**config.mk**
```make
export PLATFORM = sky130hd
export DESIGN_NAME = rgb_to_hsl_pixel
export DESIGN_NICKNAME = d
export VERILOG_FILES = /design/src/rtl/hsl_pkg.sv /design/src/rtl/rgb_to_hsl_pixel.sv /design/src/rtl/hsl_prep.sv /design/src/rtl/hsl_div_cell.sv /design/src/rtl/hsl_round.sv
export SDC_FILE = /design/constraint.sdc
export NUM_CORES = 2
export LEC_CHECK = 0
export BUFFER_PORTS_ARGS = -buffer_cell sky130_fd_sc_hd__buf_2
export CAP_MARGIN = 20
export CORE_ASPECT_RATIO = 0.9
export CORE_UTILIZATION = 55
export DETAILED_ROUTE_END_ITERATION = 10
export PLACE_DENSITY = 0.71
export REMOVE_ABC_BUFFERS = 1
export SYNTH_ARGS = -nofsm -noshare
export SYNTH_HDL_FRONTEND = slang
export SYNTH_SLANG_ARGS = --single-unit
```
**constraint.sdc**
```tcl
create_clock -name clk -period 3.5 [get_ports clk]
set_clock_uncertainty 0.05 [all_clocks]
set_input_delay 0.7 -clock clk [delete_from_list [all_inputs] [get_ports clk]]
set_output_delay 0.7 -clock clk [all_outputs]
set_load 0.02 [all_outputs]
```
**src/rtl/hsl_pkg.sv**
```systemverilog
// Shared types and constants for the RGB to HSL pixel converter.
package hsl_pkg;

    localparam int DIV_W     = 11;            // remainder/divisor width, 6*C fits in 11 bits
    localparam int QUO_W     = 18;            // quotient shift register width
    localparam int NUM_CELLS = 17;            // one quotient bit per cell
    localparam int LATENCY   = NUM_CELLS + 2; // prep stage + cells + output stage

    localparam logic [8:0] HALF_SUM = 9'd255;
    localparam logic [8:0] FULL_SUM = 9'd510;

    typedef struct packed {
        logic [7:0] red_in;
        logic [7:0] green_in;
        logic [7:0] blue_in;
    } pixel_t;

    typedef struct packed {
        logic [15:0] hue_turn;
        logic [15:0] saturation_q15;
        logic [8:0]  lightness_sum;
    } result_t;

    typedef struct packed {
        logic [DIV_W-1:0] rem;
        logic [DIV_W-1:0] den;
        logic [QUO_W-1:0] quo;
    } lane_t;

    typedef struct packed {
        logic       vld;
        logic       grey;
        logic [8:0] sum;
        lane_t      hue;
        lane_t      sat;
    } stage_t;

endpackage

```
**src/rtl/rgb_to_hsl_pixel.sv**
```systemverilog
// RGB to HSL pixel converter, top level.
// Accepts one pixel on every clock cycle in which start is high; busy never rises.
// Each pixel's result appears on result with a one-cycle done strobe, in order,
// after one prep stage, a row of 17 division cells (one quotient bit of hue and
// of saturation per cell), and one rounding stage. The receiver cannot stall,
// so results must be taken as they appear. Throughput is one pixel per clock.
module rgb_to_hsl_pixel
    import hsl_pkg::*;
(
    input  logic    clk,
    input  logic    rst_n,
    input  logic    start,
    output logic    busy,
    input  pixel_t  pixel,
    output logic    done,
    output result_t result
);

    stage_t chain [0:NUM_CELLS];

    assign busy = 1'b0;

    hsl_prep u_prep (
        .clk   (clk),
        .rst_n (rst_n),
        .start (start),
        .pixel (pixel),
        .dout  (chain[0])
    );

    for (genvar i = 0; i < NUM_CELLS; i++)
    begin : g_cell
        hsl_div_cell u_cell (
            .clk   (clk),
            .rst_n (rst_n),
            .din   (chain[i]),
            .dout  (chain[i+1])
        );
    end

    hsl_round u_round (
        .clk    (clk),
        .rst_n  (rst_n),
        .din    (chain[NUM_CELLS]),
        .done   (done),
        .result (result)
    );

endmodule

```
**src/rtl/hsl_prep.sv**
```systemverilog
// Front stage: max/min, chroma, hue position and saturation divisor.
module hsl_prep
    import hsl_pkg::*;
(
    input  logic   clk,
    input  logic   rst_n,
    input  logic   start,
    input  pixel_t pixel,
    output stage_t dout
);

    logic [7:0]       hi;
    logic [7:0]       lo;
    logic [7:0]       chroma;
    logic [8:0]       sum;
    logic [8:0]       limit;
    logic [DIV_W-1:0] r11;
    logic [DIV_W-1:0] g11;
    logic [DIV_W-1:0] b11;
    logic [DIV_W-1:0] c11;
    logic [DIV_W-1:0] den6;
    logic [DIV_W-1:0] pos;
    logic             sat_int;
    logic             vld_reg;
    stage_t           data_reg;
    stage_t           data_next;

    always_comb
    begin
        hi = (pixel.red_in > pixel.green_in) ? pixel.red_in : pixel.green_in;
        hi = (hi > pixel.blue_in) ? hi : pixel.blue_in;
        lo = (pixel.red_in < pixel.green_in) ? pixel.red_in : pixel.green_in;
        lo = (lo < pixel.blue_in) ? lo : pixel.blue_in;
        chroma = hi - lo;
        sum = {1'b0, hi} + {1'b0, lo};
        r11 = DIV_W'(pixel.red_in);
        g11 = DIV_W'(pixel.green_in);
        b11 = DIV_W'(pixel.blue_in);
        c11 = DIV_W'(chroma);
        den6 = (c11 << 2) + (c11 << 1);

        // ties: red sector wins, then green
        priority if (hi == pixel.red_in)
        begin
            if (pixel.green_in >= pixel.blue_in)
                pos = g11 - b11;
            else
                pos = den6 - (b11 - g11);
        end
        else if (hi == pixel.green_in)
            pos = (c11 << 1) + b11 - r11;
        else
            pos = (c11 << 2) + r11 - g11;

        limit = (sum <= HALF_SUM) ? sum : (FULL_SUM - sum);
        // C equals divisor only at S = 1 or black/white: integer bit set up front
        sat_int = ({1'b0, chroma} >= limit);

        data_next.vld     = 1'b1;
        data_next.grey    = (chroma == 8'd0);
        data_next.sum     = sum;
        data_next.hue.rem = pos;
        data_next.hue.den = den6;
        data_next.hue.quo = '0;
        data_next.sat.rem = sat_int ? '0 : c11;
        data_next.sat.den = DIV_W'(limit);
        data_next.sat.quo = QUO_W'(sat_int);
    end

    always_ff @(posedge clk or negedge rst_n)
    begin
        if (!rst_n)
            vld_reg <= 1'b0;
        else
            vld_reg <= start;
    end

    always_ff @(posedge clk)
    begin
        if (start)
            data_reg <= data_next;
    end

    always_comb
    begin
        dout     = data_reg;
        dout.vld = vld_reg;
    end

endmodule

```
**src/rtl/hsl_div_cell.sv**
```systemverilog
// One restoring-division cell: one quotient bit for the hue and saturation lanes.
module hsl_div_cell
    import hsl_pkg::*;
(
    input  logic   clk,
    input  logic   rst_n,
    input  stage_t din,
    output stage_t dout
);

    logic   vld_reg;
    stage_t data_reg;
    stage_t data_next;

    function automatic lane_t div_step(lane_t l);
        logic [DIV_W:0] t;
        logic           ge;
        lane_t          o;
        t  = {l.rem, 1'b0};
        ge = (t >= {1'b0, l.den});
        o.den = l.den;
        o.rem = ge ? DIV_W'(t - {1'b0, l.den}) : DIV_W'(t);
        o.quo = {l.quo[QUO_W-2:0], ge};
        return o;
    endfunction

    always_comb
    begin
        data_next     = din;
        data_next.hue = div_step(din.hue);
        data_next.sat = div_step(din.sat);
    end

    always_ff @(posedge clk or negedge rst_n)
    begin
        if (!rst_n)
            vld_reg <= 1'b0;
        else
            vld_reg <= din.vld;
    end

    always_ff @(posedge clk)
    begin
        if (din.vld)
            data_reg <= data_next;
    end

    always_comb
    begin
        dout     = data_reg;
        dout.vld = vld_reg;
    end

endmodule

```
**src/rtl/hsl_round.sv**
```systemverilog
// Output stage: round both quotients to nearest (zero for grey pixels) and register the result beat.
module hsl_round
    import hsl_pkg::*;
(
    input  logic    clk,
    input  logic    rst_n,
    input  stage_t  din,
    output logic    done,
    output result_t result
);

    logic [17:0] hue_sum;
    logic [17:0] sat_sum;
    logic        done_reg;
    result_t     result_reg;
    result_t     result_next;

    always_comb
    begin
        // hue has one extra fraction bit, saturation two (lowest cut); add one and drop it to round
        hue_sum = {1'b0, din.hue.quo[16:0]} + 18'd1;
        sat_sum = {1'b0, din.sat.quo[QUO_W-1:1]} + 18'd1;
        result_next.lightness_sum = din.sum;
        if (din.grey)
        begin
            result_next.hue_turn       = '0;
            result_next.saturation_q15 = '0;
        end
        else
        begin
            result_next.hue_turn       = hue_sum[16:1];
            result_next.saturation_q15 = sat_sum[16:1];
        end
    end

    always_ff @(posedge clk or negedge rst_n)
    begin
        if (!rst_n)
            done_reg <= 1'b0;
        else
            done_reg <= din.vld;
    end

    always_ff @(posedge clk)
    begin
        if (din.vld)
            result_reg <= result_next;
    end

    assign done   = done_reg;
    assign result = result_reg;

endmodule

```
* Word-level counts from Yosys, hierarchy flattened
Index checks and enable logic that the tools add are counted.
** Word-level totals
- Flip-flop bits (word level) :: 1275
- Input bits :: 27
- Output and inout port bits :: 43
- Logic and storage cells :: 322
** Operators by class
- $add $sub $neg :: 45
- $lt $le $gt $ge :: 41
- Equality and inequality tests :: 2
- Mux-type cells :: 40
- Reduce and logical (&&, ||, !) cells :: 1
** Operator list (number)
- 11-bit 2-to-1 mux :: 35
- 12-bit by 11-bit >= comparator with 1-bit output :: 17
- 12-bit by 9-bit >= comparator with 1-bit output :: 16
- 11-bit subtractor :: 17
- 11-bit by 9-bit subtractor with 11-bit output :: 16
- 17-bit by 1-bit adder with 17-bit output (second input constant) :: 2
- 8-bit 2-to-1 mux :: 4
- 11-bit by 8-bit subtractor with 11-bit output :: 2
- 8-bit by 8-bit subtractor with 9-bit output :: 2
- 8-bit == test :: 2
- 8-bit > comparator :: 2
- 8-bit < comparator :: 2
- 10-bit by 8-bit adder with 11-bit output :: 1
- 10-bit by 9-bit adder with 11-bit output :: 1
- 9-bit by 8-bit adder with 10-bit output :: 1
- 8-bit by 8-bit adder with 9-bit output :: 1
- 8-bit by 9-bit >= comparator with 1-bit output :: 1
- 9-bit >= comparator :: 1
- 9-bit by 8-bit <= comparator with 1-bit output (second input constant) :: 1
- 9-bit 2-to-1 mux :: 1
- 9-bit subtractor (first input constant) :: 1
- 8-bit >= comparator :: 1
- 8-bit zero test :: 1
- 8-bit subtractor :: 1

* Logic depth before layout (Yosys ltp)
- Depth after elaboration :: 9
- Mapped depth :: 41
- Mapped depth without buffers :: 39

* Modules after synthesis
A second synthesis with hierarchy kept.
** Second synthesis, totals
- Cell total of the unflattened synthesis :: 6083
- Area, all modules :: 79720.2 um2
** By module, submodules not included
- hsl_div_cell :: times used 17, cells an instance 300, area each 4144.0 um2, seq. area each 2727.6 um2
- hsl_prep :: times used 1, cells an instance 811, area each 7174.4 um2, seq. area each 1436.4 um2
- hsl_round :: times used 1, cells an instance 170, area each 2087.0 um2, seq. area each 1256.2 um2
- rgb_to_hsl_pixel :: times used 1, cells an instance 2, area each 11.3 um2, seq. area each 0.0 um2

* Worst setup path after synthesis
Ideal clock, no wire load.
- Path type :: in2reg
- Start point :: in pixel[16] (netlist bit)
- End point :: reg u_prep.data_reg, in the netlist u_prep.dout[78] (data pin)
- Setup time :: 0.256 ns
- Arrival time :: 7.854 ns
- Slack :: -4.660 ns
- Stages :: 36
- Path through :: inv_1 > ha_1 > inv_1 > fa_1 > a21o_1 > a21oi_1 > o21bai_1 > o21a_1 > clkbuf_1 > o21ai_0 > ha_1 > nor2b_1 > o21a_1 > o21ai_0 > a21oi_1 > clkbuf_1 > clkbuf_1 > o21ai_0 > ha_1 > nor2_1 > o21ai_0 > a21oi_1 > o22ai_1 > xnor2_1 > inv_1 > ha_1 > inv_1 > a221o_1 > or3b_4 > ha_1 > nand2_1 > o41ai_1 > xnor2_1 > nor2_1 > or3_1 > o211a_1
** RTL lines
- start: declaration :: line rgb_to_hsl_pixel.sv:14 : input pixel_t pixel,
- end signal: assignment :: line hsl_prep.sv:81 : data_reg <= data_next;
- end: declaration :: line hsl_prep.sv:25 : stage_t data_reg;

==> out/qor.yml <==
fin_cells: 6505
pwr_density_cell_mw_per_mm2: 904
synth_top_area_cell: "edfxtp_1"
synthToLayoutAreaGrowth_pct: 17.4
start_kind: "input port"
ys_seq_elements: 1188
combPwrFrac_pct: 46.2
max_slew_margin_pct: 32.3
hold_class: "flop to flop"
max_freq_mhz: 149
crit_top_cell: "ha_4"
grt_max_degree: 81
r2r_cells: 12
hold_slack_ns: 0.324
postSynthAreaPerCell_um2: 12.8
port_buffers: 68
multi_input_comb_area_mm2: 0.0211
routed_wl_mm: 109
endpoint_kind: "flop"
syn_area_mm2: 0.0579
seqCellArea_mm2: 0.0356
synth_area_leaders: "edfxtp_1 61%, ha_1 9.0%, inv_1 3.7%"
drive_above_1_share_pct: 18.5
cts-htree-levels: 3
post-route-drc-count: 0
dr.pass1.iters: 6
avgViaCountPerCell: 5.35
cts_buffer_depth: 3
critPathKind: "input port to flop"
gp_congestion: 0.921
setup_violations: 47
grt_overflow: 0
power.internal_mw: 40.3
peakVddDrop_mv: 1.11
tightest_slew_ns: 1.02
crit_path_max_incr_delay_ns: 0.43
dp.final_hpwl_mm: 80.1
ios: 70
drv_slew: 0
p_switching_mw: 21.1
holdCritStartpoint: "g_cell[5].u_cell.dout[2]"
first_iter_violations: 2056
arrival_ns: 7.11
avgRoutedWirePerCell_um: 16.7
critPathRequiredTime_ns: 3.90
fin_util_pct: 65.3
start_util_pct: 55.6
core-area_mm2: 0.104
power.leakage_nw: 27.2
synth_seq_area_share_pct: 61.5
first_global_vias: 34911
antenna_found_initial: 6
hold_viol: 0
final_nets: 5530
ant_nets: 0
crit_slowest_cell: "or3b_4"
rows: 112
worst_slack_ns: -3.21
dp_cells: 6222
cts_root_buf: "clkbuf_16"
yosys_warnings: 0
fp.dieArea_mm2: 0.106
synth.most_common_cell: "edfxtp_1"
vias: 34770
seq_power_share_pct: 34.2
clk_latency_ns: 0.73
clk_pin_slew_ns: 0.07
largest_reg_flops: 1081
syn-instance-count: 4533
fillers: 7531
worst-path-max-fanout: 7
clkPwrFrac_pct: 19.6
synth_top_flop_cell: "edfxtp_1"
die_x_um: 344
cts.sinks: 1188
p_sw_share_pct: 34.4
period_needed_ns: 6.71
min_path_cells: 0
cts_tree: "done"
grt_pass1_wl_mm: 176
maxCapViolations: 0
synth_edf_count: 1169
die_h_um: 310
rr_startpoint: "u_prep.dout[70]"
crit_start: "pixel[16]"
synth_top_cell_area_share_pct: 60.7
fin_crit_sh_pct: 192
rsz0062_at_grt: "yes"
ys_types: 80
synth-async-reset-ratio_pct: 1.60
cts_buffers: 113
status: "complete, but fails checks"
ys_top_cells_by_count: "1,169 x edfxtp_1, 578 x inv_1, 418 x ha_1"
failed_checks: "setup timing"
grt_usage_pct: 20.7
## cells in the final DEF (no fill, tap or decap), types with 25 or more instances in the layout
master     netlist  final
a21boi_0        69     61
a21o_1          77     76
a21oi_1        220    193
buf_2            3     68
buf_4            2    333
buf_6            1     39
clkbuf_16        0    113
edfxtp_1      1169   1169
fa_1            47     43
ha_1           418    389
inv_1          578    559
mux2_2         100     96
mux2i_1         36     32
nand2_1        293    280
nand2b_1        64     63
nand3_1         67     66
nand4_1         65     65
nor2_1         288    273
nor2b_1         93     89
nor4_1          27     25
o21ai_0        286    232
o21ai_1          3     37
o31ai_1         41     39
xnor2_1        161    151
xor2_1         109    100
## cell families after synthesis
group | synth area share, %
buffers and inverters | 4.23
other | 0.00648
AOI/OAI and AO/OA | 8.68
and+or+nand+nor | 8.15
xor gates and xnor gates | 4.14
DFF | 61.5
adders and majority gates | 10.7
muxes | 2.60
## worst paths after layout
check / end / slack (ns)
worst max-delay path: u_prep.dout[78] / -3.21
worst min register to register: g_cell[6].u_cell.dout[3] / 0.32
max in group asynchronous: g_cell[10].u_cell.vld_reg / 2.49
worst max register to register: g_cell[0].u_cell.dout[76] / 0.13
worst min-delay path: g_cell[6].u_cell.dout[3] / 0.32
min in group asynchronous: g_cell[5].u_cell.vld_reg / 0.45
## power groups by stage
| stage | combinational (mW) | sequential (mW) | clock [mW] |
|---|---|---|---|
| 2_1_floorplan | 16.0 | 20.8 | 0 |
| 3_3_place_gp | 23.5 | 21.2 | 0 |
| 3_5_place_dp | 24.0 | 21.3 | 0 |
| 4_1_cts | 26.2 | 21.0 | 12.3 |
| 5_1_grt | 31.1 | 21.3 | 12.9 |
| 6_report | 28.4 | 21.0 | 12.0 |
## repair_timing
action / CTS / global route
resized for setup: 207 / 167
setup buffers: 45 / 30
cloned: 4 / 0
hold buffers: 1 / 0
setup endpoints to repair: 52 / 171
endpoints found under the hold margin: 19 / 0
pin swaps: 67 / 100
## per-layer routing
layer  GRT usage (%)  share of wire (%)  vias to the layer above
li1                -                  -                    17237
met1            26.7                 44                    16712
met2            36.1                 49                      609
met3            3.00                4.3                      208
met4            6.17                2.8                        4
met5               0              0.025                        -
## critical path: cells and delay by family
family | cells | cell delay, ns
adder cells (fa/ha/maj) | 6 | 1.54
buffers and inverters | 8 | 0.87
multiplexers | 2 | 0.48
AND/OR/NAND/NOR | 7 | 1.16
XOR/XNOR | 2 | 0.33
AO/OA/AOI/OAI | 12 | 2.02
## through the flow
stage                     power [mW]  area, µm²  setup TNS [ns]  setup slack, ns
after floorplan                 36.8      57600         -156.82            -5.07
after detailed placement        45.3      62100         -145.95            -4.52
after global placement          44.7      62100         -141.59            -4.43
after global routing            65.2      67900         -100.64            -3.50
final                           61.4      67900          -91.87            -3.21
after CTS                       59.6      67000          -86.10            -3.22
## area by class of cell
cell class	count	area share, %
sequential	1188	52.4
multi-input combinational	2699	31.1
timing repair buffer	454	5.22
clock buffer	134	4.28
inverter	582	3.24
tap	1368	2.52
clock inverter	78	1.21
antenna	2	0.00737
Note: power is estimated with default switching activity, not from simulation.
